==> src/dltq_pkg.sv <==
package dltq_pkg;

    localparam int ENTRIES_DEF = 16;
    localparam int ID_BITS_DEF = 8;
    localparam int MAX_POPS    = 16;

    localparam logic [2:0] REQ_REGISTER = 3'd0;
    localparam logic [2:0] REQ_REMOVE   = 3'd1;
    localparam logic [2:0] REQ_FIND     = 3'd2;
    localparam logic [2:0] REQ_QUERY    = 3'd3;
    localparam logic [2:0] REQ_TICK     = 3'd4;

    localparam logic [1:0] ST_OK       = 2'd0;
    localparam logic [1:0] ST_EXISTS   = 2'd1;
    localparam logic [1:0] ST_NOTFOUND = 2'd2;
    localparam logic [1:0] ST_FULL     = 2'd3;

    typedef enum logic [3:0] {
        S_IDLE,
        S_DECODE,
        S_REMOVE,
        S_INS_WALK,
        S_INSERT,
        S_ADVANCE,
        S_POP_CHECK,
        S_POP,
        S_OUT,
        S_OUT_WAIT
    } t_state;

    // Commands from the controller to the datapath.
    typedef struct packed {
        logic load;        // capture the request
        logic search;      // search for the id (combinational result)
        logic drop_found;  // remove the found slot
        logic drop_head;   // remove slot 0 and record its id
        logic walk_clr;    // restart the list walk at slot 0
        logic ins_step;    // walk past one slot while looking for the insert position
        logic insert;      // place the new timer at the walk position
        logic adv_step;    // subtract elapsed time from the slot at the walk position
        logic clr_pops;    // clear the pop counter
        logic emit;        // load output register
        logic emit_pop;    // output carries a popped id
        logic next_pop;    // step the output pop pointer
        logic [1:0] status;
    } t_cmd;

    // Status from the datapath.
    typedef struct packed {
        logic [2:0] req;
        logic       ow;
        logic       found;
        logic       full;
        logic       empty;
        logic       ins_stop;
        logic       adv_done;
        logic       head_exp;
        logic       pops_max;
        logic       pops_any;
        logic       out_last;
    } t_stat;

endpackage

==> src/dltq_ctrl.sv <==
module dltq_ctrl (
    input  logic             i_clk,
    input  logic             i_rst_n,
    input  logic             i_in_valid,
    output logic             o_in_stall,
    output logic             o_out_valid,
    input  logic             i_out_stall,
    input  dltq_pkg::t_stat  i_stat,
    output dltq_pkg::t_cmd   o_cmd
);

    dltq_pkg::t_state r_state, n_state;
    logic [1:0]       r_status, n_status;
    logic             r_popmode, n_popmode;

    always_ff @(posedge i_clk) begin
        if (!i_rst_n) begin
            r_state   <= dltq_pkg::S_IDLE;
            r_status  <= dltq_pkg::ST_OK;
            r_popmode <= 1'b0;
        end else begin
            r_state   <= n_state;
            r_status  <= n_status;
            r_popmode <= n_popmode;
        end
    end

    always_comb begin
        n_state     = r_state;
        n_status    = r_status;
        n_popmode   = r_popmode;
        o_cmd       = '0;
        o_cmd.status = r_status;
        o_cmd.emit_pop = r_popmode;
        o_in_stall  = 1'b1;
        o_out_valid = 1'b0;
        unique case (r_state)
            dltq_pkg::S_IDLE: begin
                o_in_stall = 1'b0;
                if (i_in_valid) begin
                    o_cmd.load     = 1'b1;
                    o_cmd.clr_pops = 1'b1;
                    n_status       = dltq_pkg::ST_OK;
                    n_popmode      = 1'b0;
                    n_state        = dltq_pkg::S_DECODE;
                end
            end
            dltq_pkg::S_DECODE: begin
                o_cmd.search   = 1'b1;
                o_cmd.walk_clr = 1'b1;
                priority case (i_stat.req)
                    dltq_pkg::REQ_REGISTER: begin
                        if (i_stat.found && !i_stat.ow) begin
                            n_status = dltq_pkg::ST_EXISTS;
                            n_state  = dltq_pkg::S_OUT;
                        end else if (i_stat.found) begin
                            n_state = dltq_pkg::S_REMOVE;
                        end else if (i_stat.full) begin
                            n_status = dltq_pkg::ST_FULL;
                            n_state  = dltq_pkg::S_OUT;
                        end else begin
                            n_state = dltq_pkg::S_INS_WALK;
                        end
                    end
                    dltq_pkg::REQ_REMOVE: begin
                        if (i_stat.found) begin
                            n_state = dltq_pkg::S_REMOVE;
                        end else begin
                            n_status = dltq_pkg::ST_NOTFOUND;
                            n_state  = dltq_pkg::S_OUT;
                        end
                    end
                    dltq_pkg::REQ_FIND: begin
                        if (!i_stat.found) begin
                            n_status = dltq_pkg::ST_NOTFOUND;
                        end
                        n_state = dltq_pkg::S_OUT;
                    end
                    dltq_pkg::REQ_TICK: begin
                        n_state = dltq_pkg::S_ADVANCE;
                    end
                    default: begin
                        n_state = dltq_pkg::S_OUT;
                    end
                endcase
            end
            dltq_pkg::S_REMOVE: begin
                o_cmd.search     = 1'b1;
                o_cmd.drop_found = 1'b1;
                o_cmd.walk_clr   = 1'b1;
                if (i_stat.req == dltq_pkg::REQ_REGISTER) begin
                    n_state = dltq_pkg::S_INS_WALK;
                end else begin
                    n_state = dltq_pkg::S_OUT;
                end
            end
            dltq_pkg::S_INS_WALK: begin
                if (i_stat.ins_stop) begin
                    n_state = dltq_pkg::S_INSERT;
                end else begin
                    o_cmd.ins_step = 1'b1;
                end
            end
            dltq_pkg::S_INSERT: begin
                o_cmd.insert = 1'b1;
                n_state      = dltq_pkg::S_OUT;
            end
            dltq_pkg::S_ADVANCE: begin
                if (i_stat.adv_done) begin
                    n_state = dltq_pkg::S_POP_CHECK;
                end else begin
                    o_cmd.adv_step = 1'b1;
                end
            end
            dltq_pkg::S_POP_CHECK: begin
                if (!i_stat.empty && i_stat.head_exp && !i_stat.pops_max) begin
                    n_state = dltq_pkg::S_POP;
                end else begin
                    n_popmode = i_stat.pops_any;
                    n_state   = dltq_pkg::S_OUT;
                end
            end
            dltq_pkg::S_POP: begin
                o_cmd.drop_head = 1'b1;
                n_state         = dltq_pkg::S_POP_CHECK;
            end
            dltq_pkg::S_OUT: begin
                o_cmd.emit = 1'b1;
                n_state    = dltq_pkg::S_OUT_WAIT;
            end
            dltq_pkg::S_OUT_WAIT: begin
                o_out_valid = 1'b1;
                if (!i_out_stall) begin
                    if (i_stat.out_last) begin
                        n_state = dltq_pkg::S_IDLE;
                    end else begin
                        o_cmd.next_pop = 1'b1;
                        n_state        = dltq_pkg::S_OUT;
                    end
                end
            end
            default: begin
                n_state = dltq_pkg::S_IDLE;
            end
        endcase
    end

endmodule

==> config.mk <==
export PLATFORM = sky130hd
export DESIGN_NAME = dltq_ctrl
export DESIGN_NICKNAME = d
export VERILOG_FILES = /design/src/dltq_pkg.sv /design/src/dltq_ctrl.sv
export SDC_FILE = /design/constraint.sdc
export NUM_CORES = 1
export LEC_CHECK = 0
export ABC_AREA = 1
export ABC_CLOCK_PERIOD_IN_PS = 2400
export BUFFER_PORTS_ARGS = -buffer_cell sky130_fd_sc_hd__buf_2
export CAP_MARGIN = 5
export CORE_MARGIN = 4
export CORE_UTILIZATION = 34
export CTS_BUF_LIST = sky130_fd_sc_hd__clkbuf_8
export DETAILED_ROUTE_END_ITERATION = 12
export GPL_TIMING_DRIVEN = 0
export SLEW_MARGIN = 40
export SYNTH_ARGS = -nofsm -noshare
export SYNTH_HDL_FRONTEND = slang
export SYNTH_SLANG_ARGS = --single-unit
==> constraint.sdc <==
create_clock -name i_clk -period 2.4 [get_ports i_clk]
set_clock_uncertainty 0.2 [all_clocks]
set_input_delay 0.36 -clock i_clk [delete_from_list [all_inputs] [get_ports i_clk]]
set_output_delay 0.36 -clock i_clk [all_outputs]
set_load 0.02 [all_outputs]
==> flow_summary.json, run 1 <==
{
  "placed_cell_area_um2": 928.4,
  "cts-root-buf": "clkbuf_8",
  "ioPinCount": 33,
  "slew-limit-headroom_pct": 83.11,
  "overflow": 0,
  "holdBufCountCts": 0,
  "syn_area_um2": 734.5,
  "tightest_slew_ns": 0.2534,
  "cpMaxStageDelayCell": "dfxtp_1",
  "timing.setup.tns_ns": 0,
  "setup_violations": 0,
  "ant_nets": 0,
  "cellPowerDensity_mw_per_mm2": 546.4,
  "finalCritPeriodShare_pct": 80.82,
  "drive_gt1_share_pct": 37.20,
  "max_cap_viol_count": 0,
  "ys_warn_count": 0,
  "ctsResizeCount": 0,
  "area_delta_synth_final_pct": 32.54,
  "syn-num-nets": 145,
  "hold_path_class": "input pin to flip-flop",
  "routed_wl_um": 1871,
  "grt_usage_pct": 14.90,
  "die_h_um": 54.48,
  "cp_common_cell": "nor2_1",
  "num-nets-final": 182,
  "cp-start-kind": "flip-flop",
  "ys_seq_area_share_pct": 19.08,
  "drc": 0,
  "cts_buffer_depth": 2,
  "gp_congestion": 0.8138,
  "htreeDepth": 1,
  "slew_viol_final": 0,
  "layout_setup_ws_ns": 0.4603,
  "cts_buffers": 3,
  "worstPathRequired_ns": 1.84,
  "core_area_mm2": 0.002002,
  "final_cells": 191,
  "critical_path_class": "flip-flop to primary output",
  "grt_setup_unrepaired": "no",
  "cts_sinks": 7,
  "crit_family": "simple AND/OR/NAND/NOR gates",
  "viasPerCell": 4.550,
  "status": "finished clean",
  "diodes": 0,
  "clock.fmax_mhz": 515.6,
  "power_mw": 0.5319,
  "dpl_worst_slack_ns": 0.6887,
  "stdcell_area_um2": 973.4,
  "antenna_found_initial": 0,
  "grt_pass1_vias": 781,
  "start_util_pct": 36.69,
  "io_buffers": 32,
  "wl_per_cell_um": 9.796,
  "insertion_delay_ns": 0.23,
  "grt_max_degree": 9,
  "critPathCaptureType": "primary output",
  "grt_pass1_wl_um": 3208,
  "cp_slowest_stage_delay_ns": 0.36,
  "clkTransAtPathRegs_ns": 0.04,
  "crit_chain": "nor2_1 -> nand2_1 -> nor2_1 -> buf_4 -> buf_2",
  "crit_fanout": 6,
  "cts_tree": "done",
  "synth.avg_cell_area_um2": 5.738,
  "dieWidth_um": 54.48,
  "dieArea_mm2": 0.002968,
  "dp_hpwl_um": 1591,
  "vdd_drop_max_uv": 431.3,
  "ys_seq_elements": 7,
  "path_buf_inv": 2,
  "post-cts-setup-buffers": 0,
  "power_leakage_nw": 0.5915,
  "drt_iter0_drc": 33,
  "hold_violations": 0,
  "period_needed_ns": 1.940,
  "first_pass_iters": 4,
  "synthCells": 128,
  "vias": 869,
  "dpl.cell_count": 187,
  "rows": 16,
  "cp_data_arrival_time_ns": 1.38,
  "synth_cell_types": 21
}
[logic make-up after synthesis]
group                  count (synthesis)  synth area share (%)
buffers and inverters                 25                 14.31
flip-flops                             7                 19.08
AO/OA/AOI/OAI                         18                 12.78
AND/OR/NAND/NOR                       78                 53.83
[layout by cell type, fill, tap and decap left out, types with 2 or more instances in the layout]
cell type / count
dfxtp_1: 7
nor3_1: 2
nor2_1: 17
nand3_1: 12
nand2_4: 3
buf_4: 3
nand2_1: 29
a21oi_1: 12
nand2_2: 4
nor2_2: 3
clkbuf_8: 3
inv_2: 6
inv_1: 17
buf_2: 32
nor2_4: 3
o21ai_0: 4
[tightest hold or removal path: cells and delay by family]
family                 cells  cell delay, ns
buffers and inverters      1            0.12
AND/OR/NAND/NOR            2            0.09
[cells in the mapped netlist, drive strengths merged]
library cell	count	area share [%]
buf	3	3.1
dfxtp	7	19
nor2	23	16
nand2	36	23
and2	1	0.85
inv	22	11
o21ai	5	3.4
nand3	13	9.5
nor3	3	2.7
a21oi	13	9.4
or2	2	2.0
[registers in the layout, indices dropped and copies added, names as in the netlist]
name / cells
r_state: 4
r_status: 2
r_popmode: 1
[layer usage]
layer  GRT usage [%]  up-vias  wire length (um)
met5               0        -                 0
met4           4.979        0                25
met3           4.360        5               132
met2           22.91       31               845
met1           19.71      364               867
li1                -      469                 -
[final timing paths]
| check | start | endpoint | slack [ns] | depth (start not counted) |
|---|---|---|---|---|
| max | r_state[0] | o_cmd[13] | 0.46 | 5 |
| min reg2reg | r_status[0] | r_status[0] | 0.28 | 2 |
| min | i_rst_n | r_status[0] | 0.20 | 3 |
| max reg2reg | r_state[0] | r_status[0] | 0.94 | 7 |
[per-stage QoR]
stage / hold slack (ns) / utilization, %
floorplan: 0.2807 / -
detailed placement: 0.2724 / 46.38
CTS: 0.1931 / 48.63
global route: 0.2087 / 48.63
finish: 0.1954 / 48.63
global placement: 0.2678 / 46.38
[final cells by class]
cell class                 instances  area (um^2)
clock buffer                       3        41.29
tap                               27        33.78
clock inverter                     1        3.754
buffer                             3        22.52
timing repair buffer              32        160.2
multi-input combinational         96        489.2
inverter                          22        82.58
fill                             237         1028
sequential                         7        140.1
[power by group]
part / internal (mW) / leakage, nW / switching, mW / total [mW]
combinational: 0.0831 / 0.507 / 0.142 / 0.225
clock: 0.111 / 0.0269 / 0.0533 / 0.164
sequential: 0.130 / 0.0572 / 0.0122 / 0.142
total: 0.324 / 0.591 / 0.208 / 0.532
Note: power is estimated with default switching activity, not from simulation.
==> run 2: changes to the inputs <==
--- a/config.mk
+++ b/config.mk
@@ -6,7 +6,7 @@
 export NUM_CORES = 1
 export LEC_CHECK = 0
 export ABC_AREA = 1
-export ABC_CLOCK_PERIOD_IN_PS = 2400
+export ABC_CLOCK_PERIOD_IN_PS = 1700
 export BUFFER_PORTS_ARGS = -buffer_cell sky130_fd_sc_hd__buf_2
 export CAP_MARGIN = 5
 export CORE_MARGIN = 4
==> constraint.sdc (replaced) <==
create_clock -name i_clk -period 1.7 [get_ports i_clk]
set_clock_uncertainty 0.2 [all_clocks]
set_input_delay 0.255 -clock i_clk [delete_from_list [all_inputs] [get_ports i_clk]]
set_output_delay 0.255 -clock i_clk [all_outputs]
set_load 0.02 [all_outputs]
==> run 2 against run 1 <==
Net effect: the run now ends with negative setup slack left; clock power up 47%; critical path depth unchanged; non-clock buffer count is 3 higher; sequential share of layout area decreased by 0.23 points; largest cell class unchanged; highest routed layer unchanged; sequential power up 44%; routed wire length grew 17%; power up 51%; worst hold slack got worse by 0.11 ns.
==> flow_summary.json, run 2 (same netlist as run 1, synthesis figures left out) <==
{
  "num-nets-final": 185,
  "die_h_um": 54.48,
  "gp_congestion": 0.7856,
  "fin_util_pct": 52.94,
  "dieWidth_um": 54.48,
  "hold_violations": 0,
  "holdBufCountCts": 0,
  "placed_cell_area_um2": 930.9,
  "grt_pass1_vias": 823,
  "antenna_found_initial": 0,
  "final_cells": 194,
  "fillers": 217,
  "cts_buffer_depth": 2,
  "diodes": 0,
  "vias": 917,
  "cellPowerDensity_mw_per_mm2": 755.4,
  "cts_sinks": 7,
  "largest_register": "r_state",
  "ant_nets": 0,
  "dieArea_mm2": 0.002968,
  "stdcell_area_mm2": 0.001060,
  "drc": 0,
  "power_leakage_nw": 0.6123,
  "rows": 16,
  "area_delta_synth_final_pct": 44.29,
  "cts_tree": "done",
  "rr_endpoint": "r_state[0]",
  "layout_setup_ws_ns": -0.04594,
  "rrSetupSlack_ns": 0.19,
  "status": "finished, violations left",
  "clkTransAtPathRegs_ns": 0.04,
  "rr_startpoint": "r_state[1]",
  "violations": "negative setup slack",
  "dp_hpwl_um": 1701,
  "dpl.cell_count": 187,
  "viasPerCell": 4.727,
  "vdd_drop_max_uv": 551.4,
  "grt_pass1_wl_um": 3443,
  "grt_usage_pct": 15.97,
  "slew-limit-headroom_pct": 81.66,
  "wl_per_cell_um": 11.31,
  "insertion_delay_ns": 0.23,
  "first_pass_iters": 4,
  "crit_fanout": 5,
  "mostFrequentLayoutCell": "buf_2",
  "reg2reg_depth": 9,
  "grt_setup_unrepaired": "yes",
  "mostFrequentLayoutCells": "buf_2, nand2_1, inv_1",
  "grt_max_degree": 9,
  "hold_path_class": "input pin to flip-flop",
  "io_buffers": 32,
  "cts_buffers": 3,
  "drt_iter0_drc": 24,
  "max_cap_viol_count": 0,
  "period_needed_ns": 1.746,
  "hold_end": "r_status[0]",
  "worstPathRequired_ns": 1.24,
  "tightest_slew_ns": 0.2751,
  "finalCritPeriodShare_pct": 102.7,
  "largest_reg_flops": 4,
  "routed_wl_um": 2195,
  "cts-root-buf": "clkbuf_8",
  "cp_data_arrival_time_ns": 1.29,
  "start_util_pct": 36.69,
  "htreeDepth": 1,
  "setup_violations": 1,
  "power_mw": 0.8006,
  "whs_path_depth": 3,
  "core_area_mm2": 0.002002,
  "slew_viol_final": 0,
  "ioPinCount": 33,
  "dpl_worst_slack_ns": 0.1052,
  "cp-start-kind": "flip-flop",
  "critical_path_class": "flip-flop to primary output",
  "drive_gt1_share_pct": 46.71,
  "critPathCaptureType": "primary output",
  "overflow": 0,
  "hold_start": "i_rst_n",
  "largestRegisters": "r_state: 4 flops, r_status: 2 flops, r_popmode: 1 flops",
  "clock.fmax_mhz": 572.8
}
==> run 2: changes by cell type in the layout (fill, tap and decap cells not counted), moves of 3 or more <==
cell	delta
buf_4	+3
nor2_4	+3
nor2_1	-5
dfxtp_1	-4
==> run 2: metal layers <==
metal	track usage (%)	part of all wire, %
met1	19.71	44
met2	27.49	49
met3	2.452	5.7
met4	6.224	1.3
met5	0	0
==> run 2: per-stage QoR <==
stage,hold WS [ns],setup TNS (ns)
2_1_floorplan,0.1757,0
3_3_place_gp,0.2687,0
3_5_place_dp,0.2681,0
4_1_cts,0.08402,-0.01198
5_1_grt,0.09426,-0.1746
6_report,0.08150,-0.04594
==> run 2: worst max-delay path by stage <==
stage                from   endpoint  slack (ns)  cells after the start
3_3_place_gp   r_state[0]  o_cmd[13]        0.13                      5
5_1_grt        r_state[1]   o_cmd[2]       -0.09                      5
6_report       r_state[1]   o_cmd[2]       -0.05                      5
3_5_place_dp   r_state[0]  o_cmd[13]        0.11                      5
4_1_cts        r_state[1]   o_cmd[2]      -0.008                      5
2_1_floorplan  r_state[0]  o_cmd[13]        0.04                      4
==> run 2: layout make-up <==
type                       count  area [um^2]  area share [%]
clock inverter                 1        3.754          0.3542
multi-input combinational     96        530.5           50.06
tap                           27        33.78           3.188
clock buffer                   3        41.29           3.896
inverter                      22        82.58           7.792
timing repair buffer          35        195.2           18.42
buffer                         3        22.52           2.125
sequential                     7        150.1           14.17
==> run 2: worst max-delay path, cell delays in order, from the launching register on <==
cell,delay [ns]
dfxtp_4,0.36
nor2_1,0.08
nand3_1,0.12
or2_4,0.28
nor2_4,0.09
buf_6,0.12
==> run 2: timing repair <==
item,4_1_cts,5_1_grt
pin swaps,4,2
setup buffers,3,0
setup endpoints to repair,5,6
gates resized for setup,12,10
==> run 2: power breakdown <==
part / switching, mW / internal [mW]
sequential: 0.0196 / 0.184
combinational: 0.220 / 0.135
clock: 0.0841 / 0.157
total: 0.324 / 0.477
